--- src/design/ght_pkg.sv ---
// Package for the gyro heading tracker: field widths, reset values of the
// control registers, opcode, report and register index codes.
// Depends on nothing; imported by gyro_heading_tracker_unit and its testbench.
package ght_pkg;

   // Defaults for the top level parameters.
   localparam int ACC_BITS_DEFAULT    = 32;
   localparam int SAMPLE_BITS_DEFAULT = 10;

   // Fixed field widths.
   localparam int OFFSET_BITS   = 10;
   localparam int DEADBAND_BITS = 6;
   localparam int SCALE_BITS    = 16;
   localparam int WINDOW_BITS   = 8;
   localparam int HEADING_BITS  = 9;
   localparam int BOUND_BITS    = 11;
   localparam int OPCODE_BITS   = 2;
   localparam int KIND_BITS     = 2;
   localparam int CSR_INDEX_BITS = 2;
   localparam int CSR_DATA_BITS  = 16;
   localparam int RSP_DATA_BITS  = 16;

   // Fractional bits of the counts-per-degree scale.
   localparam int SCALE_FRAC_BITS = 8;

   // Degrees in one turn and the window code that stops monitoring.
   localparam logic [HEADING_BITS:0]  FULL_TURN = 10'd360;
   localparam logic [WINDOW_BITS-1:0] STOP_CODE = 8'h30;

   // Register values after reset.
   localparam logic [OFFSET_BITS-1:0]   RATE_OFFSET_RESET = 10'd512;
   localparam logic [DEADBAND_BITS-1:0] DEADBAND_RESET    = 6'd6;
   localparam logic [SCALE_BITS-1:0]    SCALE_RESET       = 16'd256;

   typedef enum logic [OPCODE_BITS-1:0] {
      OP_SAMPLE  = 2'd0,
      OP_ZERO    = 2'd1,
      OP_READ    = 2'd2,
      OP_MONITOR = 2'd3
   } opcode_type;

   typedef enum logic [KIND_BITS-1:0] {
      KIND_HEADING = 2'd0,
      KIND_ABOVE   = 2'd1,
      KIND_BELOW   = 2'd2
   } kind_type;

   typedef enum logic [CSR_INDEX_BITS-1:0] {
      REG_RATE_OFFSET = 2'd0,
      REG_DEADBAND    = 2'd1,
      REG_SCALE       = 2'd2
   } reg_index_type;

endpackage

--- src/design/gyro_heading_tracker_unit.sv ---
// Gyro heading tracker: rate integration with deadband, bit-serial heading
// divider with a running modulo-360 remainder, and bound monitoring.
// Depends on ght_pkg.
//
// Usage. Requests arrive on the req_ stream: tuser carries the opcode
// (sample, zero, read, monitor) and tdata the rate sample and window byte.
// Results leave on the rsp_ stream: tuser carries the report kind and tdata
// the wrapped heading. Control registers are written on the csr_ channel,
// which is always ready; write them only while the block is idle.
// A sample with monitoring off, a zero request and a stop-monitoring
// request finish in the cycle they are accepted, so the next request may
// follow at once. A read, a monitor capture and a sample with monitoring on
// need the heading, which the serial divider produces one quotient bit per
// cycle. Such a request passes through the load, divide and finish steps,
// and the block accepts no new request until it is back in idle; the
// finish step writes a read result to the output register.
// The result sits in an output register; the block keeps accepting requests
// while it waits, and only the finish step of a later heading request holds
// until that register has been taken by the receiver.
// Synchronous reset clears the accumulator, monitoring state and bounds,
// restores the register defaults and drops any pending result.
module gyro_heading_tracker_unit
   import ght_pkg::*;
#(
   parameter int ACC_BITS    = ACC_BITS_DEFAULT,
   parameter int SAMPLE_BITS = SAMPLE_BITS_DEFAULT,
   localparam int REQ_DATA_BITS = ((SAMPLE_BITS + WINDOW_BITS + 7) / 8) * 8
) (
   input  logic                      clock,
   input  logic                      reset,
   input  logic                      req_tvalid,
   output logic                      req_tready,
   // From bit 0: rate_sample [SAMPLE_BITS], window_byte [8], zero fill.
   input  logic [REQ_DATA_BITS-1:0]  req_tdata,
   // From bit 0: opcode [2].
   input  logic [OPCODE_BITS-1:0]    req_tuser,
   output logic                      rsp_tvalid,
   input  logic                      rsp_tready,
   // From bit 0: heading_deg [9], zero fill.
   output logic [RSP_DATA_BITS-1:0]  rsp_tdata,
   // From bit 0: report_kind [2].
   output logic [KIND_BITS-1:0]      rsp_tuser,
   input  logic                      csr_valid,
   output logic                      csr_ready,
   input  logic [CSR_INDEX_BITS-1:0] csr_index,
   input  logic [CSR_DATA_BITS-1:0]  csr_data
);

   // Signed difference of sample and offset, and the width of the sum.
   localparam int DIFF_BITS = ((SAMPLE_BITS > OFFSET_BITS) ? SAMPLE_BITS : OFFSET_BITS) + 1;
   localparam int SUM_BITS  = (ACC_BITS > DIFF_BITS) ? ACC_BITS : DIFF_BITS;
   // Dividend is |acc| shifted left by the scale's fraction bits.
   localparam int DIV_BITS  = ACC_BITS + SCALE_FRAC_BITS;
   localparam int CNT_BITS  = $clog2(DIV_BITS);

   typedef enum logic [1:0] {
      ST_IDLE,
      ST_LOAD,
      ST_DIVIDE,
      ST_FINISH
   } state_type;

   state_type                    state_ff, state_in;
   logic signed [ACC_BITS-1:0]   acc_ff, acc_in;
   logic                         monitor_ff, monitor_in;
   logic signed [BOUND_BITS-1:0] upper_ff, upper_in;
   logic signed [BOUND_BITS-1:0] lower_ff, lower_in;
   logic [OFFSET_BITS-1:0]       offset_ff, offset_in;
   logic [DEADBAND_BITS-1:0]     deadband_ff, deadband_in;
   logic [SCALE_BITS-1:0]        scale_ff, scale_in;
   opcode_type                   op_ff, op_in;
   logic [WINDOW_BITS-1:0]       window_ff, window_in;
   logic                         neg_ff, neg_in;
   logic [DIV_BITS-1:0]          dividend_ff, dividend_in;
   logic [SCALE_BITS-1:0]        rem_ff, rem_in;
   logic [HEADING_BITS-1:0]      turn_ff, turn_in;
   logic [CNT_BITS-1:0]          count_ff, count_in;
   logic                         rsp_valid_ff, rsp_valid_in;
   kind_type                     rsp_kind_ff, rsp_kind_in;
   logic [HEADING_BITS-1:0]      rsp_heading_ff, rsp_heading_in;

   logic                         req_accept;
   logic [SAMPLE_BITS-1:0]       req_sample;
   logic [WINDOW_BITS-1:0]       req_window;
   opcode_type                   req_op;
   logic signed [DIFF_BITS-1:0]  diff;
   logic [DIFF_BITS-1:0]         diff_mag;
   logic signed [SUM_BITS-1:0]   acc_sum;
   logic [ACC_BITS-1:0]          acc_mag;
   logic [SCALE_BITS-1:0]        scale_eff;
   logic [SCALE_BITS:0]          trial;
   logic                         qbit;
   logic [HEADING_BITS:0]        turn_twice;
   logic signed [BOUND_BITS-1:0] head_signed;
   logic [HEADING_BITS-1:0]      head_wrapped;
   logic signed [BOUND_BITS-1:0] window_ext;
   logic                         out_free;

   assign req_tready = (state_ff == ST_IDLE);
   assign req_accept = req_tvalid && req_tready;
   assign req_sample = req_tdata[SAMPLE_BITS-1:0];
   assign req_window = req_tdata[SAMPLE_BITS +: WINDOW_BITS];
   assign req_op     = opcode_type'(req_tuser);
   assign csr_ready  = 1'b1;

   assign rsp_tvalid = rsp_valid_ff;
   assign rsp_tuser  = rsp_kind_ff;
   assign rsp_tdata  = {{(RSP_DATA_BITS - HEADING_BITS){1'b0}}, rsp_heading_ff};
   assign out_free   = !rsp_valid_ff || rsp_tready;

   // Rate difference, its magnitude, and the wrapped accumulator sum.
   assign diff     = $signed(DIFF_BITS'(req_sample) - DIFF_BITS'(offset_ff));
   assign diff_mag = diff[DIFF_BITS-1] ? DIFF_BITS'(-diff) : DIFF_BITS'(diff);
   assign acc_sum  = SUM_BITS'(acc_ff) + SUM_BITS'(diff);
   assign acc_mag  = acc_ff[ACC_BITS-1] ? ACC_BITS'(-acc_ff) : ACC_BITS'(acc_ff);

   // One restoring division step per cycle. The quotient bits come out most
   // significant first, so the remainder modulo 360 is kept alongside.
   assign scale_eff  = (scale_ff == '0) ? SCALE_BITS'(1) : scale_ff;
   assign trial      = {rem_ff, dividend_ff[DIV_BITS-1]};
   assign qbit       = (trial >= {1'b0, scale_eff});
   assign turn_twice = {turn_ff, qbit};

   // Heading with the sign of the accumulator, and wrapped into 0..359.
   assign head_signed  = neg_ff ? -$signed(BOUND_BITS'(turn_ff))
                                :  $signed(BOUND_BITS'(turn_ff));
   assign head_wrapped = (neg_ff && (turn_ff != '0))
                         ? HEADING_BITS'(FULL_TURN - (HEADING_BITS + 1)'(turn_ff))
                         : turn_ff;
   assign window_ext   = $signed(BOUND_BITS'(window_ff));

   always_comb begin
      state_in       = state_ff;
      acc_in         = acc_ff;
      monitor_in     = monitor_ff;
      upper_in       = upper_ff;
      lower_in       = lower_ff;
      offset_in      = offset_ff;
      deadband_in    = deadband_ff;
      scale_in       = scale_ff;
      op_in          = op_ff;
      window_in      = window_ff;
      neg_in         = neg_ff;
      dividend_in    = dividend_ff;
      rem_in         = rem_ff;
      turn_in        = turn_ff;
      count_in       = count_ff;
      rsp_valid_in   = rsp_valid_ff && !rsp_tready;
      rsp_kind_in    = rsp_kind_ff;
      rsp_heading_in = rsp_heading_ff;

      if (csr_valid) begin
         if (csr_index == REG_RATE_OFFSET) begin
            offset_in = csr_data[OFFSET_BITS-1:0];
         end else if (csr_index == REG_DEADBAND) begin
            deadband_in = csr_data[DEADBAND_BITS-1:0];
         end else if (csr_index == REG_SCALE) begin
            scale_in = csr_data[SCALE_BITS-1:0];
         end
      end

      unique case (state_ff)
         ST_IDLE: begin
            if (req_accept) begin
               op_in     = req_op;
               window_in = req_window;
               unique case (req_op)
                  OP_SAMPLE: begin
                     if (diff_mag > DIFF_BITS'(deadband_ff)) begin
                        acc_in = acc_sum[ACC_BITS-1:0];
                     end
                     if (monitor_ff) begin
                        state_in = ST_LOAD;
                     end
                  end
                  OP_ZERO: begin
                     acc_in = '0;
                  end
                  OP_READ: begin
                     state_in = ST_LOAD;
                  end
                  OP_MONITOR: begin
                     if (req_window == STOP_CODE) begin
                        monitor_in = 1'b0;
                     end else begin
                        state_in = ST_LOAD;
                     end
                  end
               endcase
            end
         end
         ST_LOAD: begin
            neg_in      = acc_ff[ACC_BITS-1];
            dividend_in = {acc_mag, {SCALE_FRAC_BITS{1'b0}}};
            rem_in      = '0;
            turn_in     = '0;
            count_in    = CNT_BITS'(DIV_BITS - 1);
            state_in    = ST_DIVIDE;
         end
         ST_DIVIDE: begin
            rem_in      = qbit ? SCALE_BITS'(trial - {1'b0, scale_eff})
                               : SCALE_BITS'(trial);
            turn_in     = (turn_twice >= FULL_TURN)
                          ? HEADING_BITS'(turn_twice - FULL_TURN)
                          : HEADING_BITS'(turn_twice);
            dividend_in = {dividend_ff[DIV_BITS-2:0], 1'b0};
            count_in    = count_ff - CNT_BITS'(1);
            if (count_ff == '0) begin
               state_in = ST_FINISH;
            end
         end
         ST_FINISH: begin
            // Hold here until the output register is free for a result.
            if (out_free) begin
               state_in = ST_IDLE;
               unique case (op_ff)
                  OP_SAMPLE: begin
                     if (head_signed > upper_ff) begin
                        monitor_in     = 1'b0;
                        rsp_valid_in   = 1'b1;
                        rsp_kind_in    = KIND_ABOVE;
                        rsp_heading_in = '0;
                     end else if (head_signed < lower_ff) begin
                        monitor_in     = 1'b0;
                        rsp_valid_in   = 1'b1;
                        rsp_kind_in    = KIND_BELOW;
                        rsp_heading_in = '0;
                     end
                  end
                  OP_ZERO: begin
                  end
                  OP_READ: begin
                     rsp_valid_in   = 1'b1;
                     rsp_kind_in    = KIND_HEADING;
                     rsp_heading_in = head_wrapped;
                  end
                  OP_MONITOR: begin
                     upper_in   = head_signed + window_ext;
                     lower_in   = head_signed - window_ext;
                     monitor_in = 1'b1;
                  end
               endcase
            end
         end
      endcase
   end

   always_ff @(posedge clock) begin
      if (reset) begin
         state_ff     <= ST_IDLE;
         acc_ff       <= '0;
         monitor_ff   <= 1'b0;
         upper_ff     <= '0;
         lower_ff     <= '0;
         offset_ff    <= RATE_OFFSET_RESET;
         deadband_ff  <= DEADBAND_RESET;
         scale_ff     <= SCALE_RESET;
         rsp_valid_ff <= 1'b0;
      end else begin
         state_ff     <= state_in;
         acc_ff       <= acc_in;
         monitor_ff   <= monitor_in;
         upper_ff     <= upper_in;
         lower_ff     <= lower_in;
         offset_ff    <= offset_in;
         deadband_ff  <= deadband_in;
         scale_ff     <= scale_in;
         rsp_valid_ff <= rsp_valid_in;
      end
      op_ff          <= op_in;
      window_ff      <= window_in;
      neg_ff         <= neg_in;
      dividend_ff    <= dividend_in;
      rem_ff         <= rem_in;
      turn_ff        <= turn_in;
      count_ff       <= count_in;
      rsp_kind_ff    <= rsp_kind_in;
      rsp_heading_ff <= rsp_heading_in;
   end

`ifndef SYNTHESIS
   // A zero request leaves a cleared accumulator behind it.
   assert property (@(posedge clock) disable iff (reset)
      (req_accept && (req_tuser == OP_ZERO)) |=> (acc_ff == '0))
      else $error("accumulator not cleared by zero request");

   // The partial remainder always stays below the divisor.
   assert property (@(posedge clock) disable iff (reset)
      (state_ff == ST_DIVIDE) |-> (rem_ff < scale_eff))
      else $error("divider remainder reached the divisor");

   // The running modulo-360 remainder never reaches a full turn.
   assert property (@(posedge clock) disable iff (reset)
      (state_ff == ST_DIVIDE) |-> (turn_ff < HEADING_BITS'(FULL_TURN)))
      else $error("heading remainder out of range");

   // A finished sample check leaves monitoring off or the heading in bounds.
   assert property (@(posedge clock) disable iff (reset)
      (state_ff == ST_FINISH && op_ff == OP_SAMPLE && out_free)
      |=> (!monitor_ff || !rsp_valid_ff || rsp_kind_ff == KIND_HEADING))
      else $error("monitoring still active after a bound report");

   // A heading report always carries a wrapped heading.
   assert property (@(posedge clock) disable iff (reset)
      (rsp_valid_ff && rsp_kind_ff == KIND_HEADING)
      |-> (rsp_heading_ff < HEADING_BITS'(FULL_TURN)))
      else $error("reported heading outside 0..359");
`endif

endmodule

--- config.mk ---
export PLATFORM = sky130hd
export DESIGN_NAME = gyro_heading_tracker_unit
export DESIGN_NICKNAME = d
export VERILOG_FILES = /design/src/design/ght_pkg.sv /design/src/design/gyro_heading_tracker_unit.sv
export SDC_FILE = /design/constraint.sdc
export NUM_CORES = 1
export LEC_CHECK = 0
export BUFFER_PORTS_ARGS = -buffer_cell sky130_fd_sc_hd__clkbuf_2
export CORE_MARGIN = 5
export CORE_UTILIZATION = 50
export CTS_BUF_LIST = sky130_fd_sc_hd__clkbuf_8
export DETAILED_ROUTE_END_ITERATION = 8
export PLACE_DENSITY_LB_ADDON = 0.1
export REMOVE_ABC_BUFFERS = 1
export SLEW_MARGIN = 10
export SYNTH_ARGS = -nofsm -noshare
export SYNTH_HDL_FRONTEND = slang
export SYNTH_SLANG_ARGS = --single-unit
--- constraint.sdc ---
create_clock -name clock -period 6 [get_ports clock]
set_input_delay 0.6 -clock clock [delete_from_list [all_inputs] [get_ports clock]]
set_output_delay 0.6 -clock clock [all_outputs]
set_load 0.05 [all_outputs]
======== Word-level counts from Yosys, hierarchy flattened ========
Index checks and enable logic that the tools add are counted.
word-level totals
  word-level logic and storage cells ...... 124
  register bits after elaboration ......... 183
  output and inout bits ................... 21
  input bits .............................. 49
operators by class
  reduce and logical (&&, ||, !) cells .... 26
  add/sub/neg operators ................... 11
  bitwise operators ....................... 2
  multiplexer cells ....................... 39
  order comparisons ....................... 5
  equal/unequal tests ..................... 23
operators by type and width
  kind                                                       count
  40-bit case mux with 2 select lines                        1
  32-bit 2-to-1 mux                                          2
  32-bit case mux with 2 select lines                        1
  9-bit 2-to-1 mux                                           4
  9-bit case mux with 2 select lines                         2
  32-bit by 11-bit adder with 32-bit output                  1
  16-bit 2-to-1 mux                                          2
  32-bit negation                                            1
  16-bit case mux with 2 select lines                        1
  11-bit 2-to-1 mux                                          2
  17-bit by 16-bit >= comparator with 1-bit output           1
  16-bit zero test                                           1
  16-bit subtractor                                          1
  2-bit equality test (second input constant)                7
  2-bit 2-to-1 mux                                           7
  6-bit case mux with 2 select lines                         1
  4-bit AND reduction                                        3
  11-bit by 9-bit adder with 11-bit output                   1
  11-bit greater-than comparator                             1
  11-bit by 6-bit greater-than comparator with 1-bit output  1
  11-bit < comparator                                        1
  11-bit negation                                            1
  9-bit negation with 11-bit output                          1
  10-bit by 10-bit subtractor with 11-bit output             1
  30 further kinds                                           61

======== Longest topological paths before layout ========
  word-level depth ........................ 8
  gate-level depth with buffers ........... 22
  depth with buffers taken out ............ 20

======== Worst setup path after synthesis ========
Ideal clock, no wire load.
  path kind ............................... input -> register
  start point ............................. input req_tdata[4]
  end point ............................... register acc_ff[31]
  path buffers ............................ 1
  data required time ...................... 5.926 ns
  arrival ................................. 4.749 ns
  library setup time ...................... 0.074 ns
  path slack .............................. 1.176 ns
  cell stages on the path ................. 19
  path through ............................ ha_1 -> a21o_1 -> or3_4 -> o21bai_4 -> a31oi_4 -> o21ai_2 -> inv_1 -> ha_1 -> clkbuf_1 -> a21o_1 -> a21o_1 -> a31oi_1 -> nor4_1 -> a21oi_1 -> o211ai_1 -> a221o_1 -> mux2i_1 -> a2111o_1 -> a31oi_1
between the ends
  cells in the longest elaborated chain, start to end .. 6
  elaborated cells between the ends (all ways) .. 9
  those cells by class .................... add/sub: 3; order compare: 1; eq/ne: 1; mux: 3; reduce/logical: 1
RTL lines
  what                                                       line                              RTL
  start, declared                                            gyro_heading_tracker_unit.sv:34   input logic [REQ_DATA_BITS-1:0] req_tdata,
  10-bit by 10-bit subtractor with 11-bit output *           gyro_heading_tracker_unit.sv:112  assign diff = $signed(DIFF_BITS'(req_sample) - DIFF_BITS'(offset_ff));
  11-bit negation                                            gyro_heading_tracker_unit.sv:113  assign diff_mag = diff[DIFF_BITS-1] ? DIFF_BITS'(-diff) : DIFF_BITS'(diff);
  11-bit 2-to-1 mux                                          gyro_heading_tracker_unit.sv:113
  11-bit by 6-bit greater-than comparator with 1-bit output  gyro_heading_tracker_unit.sv:169  if (diff_mag > DIFF_BITS'(deadband_ff)) begin
  2-bit inequality test (no line)                            --
  4-bit AND reduction (no line)                              --
  end signal, assigned                                       gyro_heading_tracker_unit.sv:261  acc_ff <= acc_in;
  end, declared                                              gyro_heading_tracker_unit.sv:64   logic signed [ACC_BITS-1:0] acc_ff, acc_in;
Every way passes the cells marked *; elsewhere a longest branch is shown, timed or not. The select of a mux whose other input is x is not followed.
A chain may end at the register's enable or synchronous reset.

======== Worst setup path in the final report ========
  start point ............................. register offset_ff[4]
  end point ............................... register acc_ff[31]
between the ends
  cells in the longest elaborated chain, start to end .. 6
  elaborated cells between the ends (all ways) .. 9
  those cells by class .................... add/sub: 3; order compare: 1; eq/ne: 1; mux: 3; reduce/logical: 1
RTL lines
  what                                                       line                              RTL
  start, declared                                            gyro_heading_tracker_unit.sv:68   logic [OFFSET_BITS-1:0] offset_ff, offset_in;
  start signal, assigned                                     gyro_heading_tracker_unit.sv:265  offset_ff <= offset_in;
  10-bit by 10-bit subtractor with 11-bit output *           gyro_heading_tracker_unit.sv:112
  11-bit negation                                            gyro_heading_tracker_unit.sv:113
  11-bit 2-to-1 mux                                          gyro_heading_tracker_unit.sv:113
  11-bit by 6-bit greater-than comparator with 1-bit output  gyro_heading_tracker_unit.sv:169
  2-bit inequality test (no line)                            --
  4-bit AND reduction (no line)                              --
Marked as above.

==> results.ini <==
[cells_and_area]
diodes = 0
final_layout_size_suffix_gt1_share_pct = 8.20
utilization_pct = 54.1
fin_nets = 1581
syn_to_final_growth_pct = 7.37
final_cell_area_mm2 = 0.0130
instances_no_fill = 1750

[routing]
vias = 9523
ant_nets = 0
wl_per_cell_um = 15.0
drt-vias-per-instance = 5.44
drc = 0
route.final.wire_length_um = 26200
drt_pre_antenna_iters = 5
drt_first_iter_violations = 531

[job]
maxCapViolCount = 0

[placement]
placed_area_mm2 = 0.0127
dp_slack_ns = 0.844
placed_cells = 1718
port_buffers = 55
hpwl_um = 19200
place_congestion = 0.854

[min_path]
holdPathEnd = window_ff[3]
hold_depth = 1
hp-class = in2reg
hold_path.startpoint = req_tdata[13]

[setup_path]
r2r_slack_ns = 1.08
crit_path_max_fanout = 14
startpoint_type = register
required_ns = 6.38
r2r_cells = 18
crit_type = reg2reg
worstReg2RegStart = offset_ff[4]
end_kind = register
arrival_ns = 5.30
reg2reg_to = acc_ff[31]

[cts]
cts.repair.resized = 0
clock-sinks = 174
cts-root-buf = clkbuf_8
numCtsBuffers = 17
cts_setup_buffers = 0
cts_htree_levels = 4
cts_tree = yes
clk_pin_slew_ns = 0.09
clk_latency_ns = 0.47
hold_buffers = 0
clockBufferDepth = 2

[global_routing]
grt_max_degree = 65
antenna_found_initial = 0
grt_pass1_wl_um = 43800
track_usage_pct = 18.8
grt_pass1_vias = 9023
overflow = 0

[sta]
fin_skew_ns = 0.0177
slew_headroom_pct = 27.5
period_needed_ns = 4.92
whs_ns = 0.328
rsz0062_at_grt = false
hold_viol_final = 0
setup_viol = 0
finalCritPeriodShare_pct = 81.9
worst_pin_slew_ns = 1.08
maxClockFrequency_mhz = 203
slew_violations = 0
finalSetupTns_ns = 0
setup_ws_ns = 1.08

[power]
p_total_mw = 5.73
p_per_area_mw_per_mm2 = 440
total_leakage_power_nw = 5.25
irDropWorstVdd_uv = 328

[die]
die_h_um = 166
fp.dieW_um = 166
dieArea_mm2 = 0.0275
num_io_pins = 70
coreArea_mm2 = 0.0241
start_util_pct = 50.3
rows = 57

[synthesis]
synth.most_common_cell = nand2_1
ys_seq_area_share_pct = 35.7
synth_ff_type = dfxtp_1
async_flop_share_pct = 0
synth_top_area_share_pct = 21.0
synth-seq-cells = 174
yosys-top-cells-count = 151 x nand2_1, 114 x ha_1, 111 x inv_1, 103 x a21oi_1, 100 x nor2_1
avgSynthCellArea_um2 = 8.78
synth_area_leaders = edfxtp_1 21%, dfxtp_1 15%, ha_1 12%, nand2_1 4.7%, a21oi_1 4.2%
yosysTopAreaCell = edfxtp_1
syn_area_mm2 = 0.0121
synth_edf_count = 85
syn_inst = 1382
yosysUniqueCellTypes = 77
ys_warn_count = 0

[run_status]
status = finished clean

-- report_power, final --
part | switching [mW] | internal (mW) | leakage, nW
sequential | 0.213 | 1.68 | 1.53
clock | 0.453 | 0.368 | 0.189
combinational | 1.80 | 1.22 | 3.52
total | 2.47 | 3.27 | 5.25
-- metal layers --
metal | up-vias | GRT usage [%] | part of all wire (%)
met4 | 0 | 5.27 | 1.5
met1 | 4432 | 26.4 | 50
met2 | 129 | 30.9 | 46
met3 | 32 | 2.31 | 2.6
met5 | - | 0 | 0
li1 | 4930 | - | -
-- state kept, by name, summed over array words and instances, names as in the netlist, 2 cells and up --
register	count
acc_ff	32
window_ff	8
lower_ff	10
rsp_tuser	2
rem_ff	16
state_ff	2
rsp_heading_ff	9
offset_ff	10
upper_ff	11
count_ff	6
op_ff	2
scale_ff	16
dividend_ff	32
turn_ff	9
deadband_ff	6
-- worst max path at each step --
stage                 end  slack (ns)  cells past startpoint         start
3_3_place_gp   acc_ff[31]        0.88                     18  req_tdata[4]
6_report       acc_ff[31]        1.08                     18  offset_ff[4]
2_1_floorplan  acc_ff[25]        1.12                     17  req_tdata[4]
3_5_place_dp   acc_ff[31]        0.84                     18  req_tdata[4]
4_1_cts        acc_ff[30]        1.11                     19  offset_ff[4]
5_1_grt        acc_ff[30]        0.73                     19  offset_ff[4]
-- cell usage in the layout, fill, tap and decap left out, types with 21 or more instances in the layout --
cell type and count:
nand2_1 151, inv_1 112, ha_1 112, a21oi_1 103, nor2_1 99, dfxtp_1 89
edfxtp_1 85, o21ai_0 76, xnor2_1 55, clkbuf_2 54, xor2_1 51, mux2i_1 32
nor2b_1 31, or3_1 30, a211oi_1 22, nand2b_1 21
-- critical path: stages (launching register included) --
cell and delay (ns):
dfxtp_1 0.32, inv_1 0.06, ha_1 0.32, a21o_1 0.20
or3_4 0.35, o21bai_4 0.19, a31oi_4 0.21, o21ai_2 0.09
inv_1 0.42, ha_1 0.40, or2_2 0.32, a31oi_1 0.22
o211ai_1 0.19, a21oi_1 0.30, o211ai_1 0.17, a221o_1 0.38
mux2i_1 0.16, a2111o_1 0.37, a31oi_1 0.15
-- cell type report --
cell class | instances | area, µm²
fill | 2353 | 11100
multi-input combinational | 1043 | 7130
sequential | 174 | 4330
inverter | 113 | 424
tap | 324 | 405
timing repair buffer | 64 | 355
clock buffer | 17 | 234
clock inverter | 15 | 145
-- kinds of logic after synthesis --
group,after synthesis,share of synthesized area [%]
AO/OA/AOI/OAI,338,17.8
buffers and inverters,171,5.80
flip-flops,174,35.7
other,2,0.0619
XOR/XNOR,106,7.65
adder cells (fa/ha/maj),119,12.6
multiplexers,32,2.64
AND/OR/NAND/NOR,440,17.7
(Power assumes the default switching activity.)
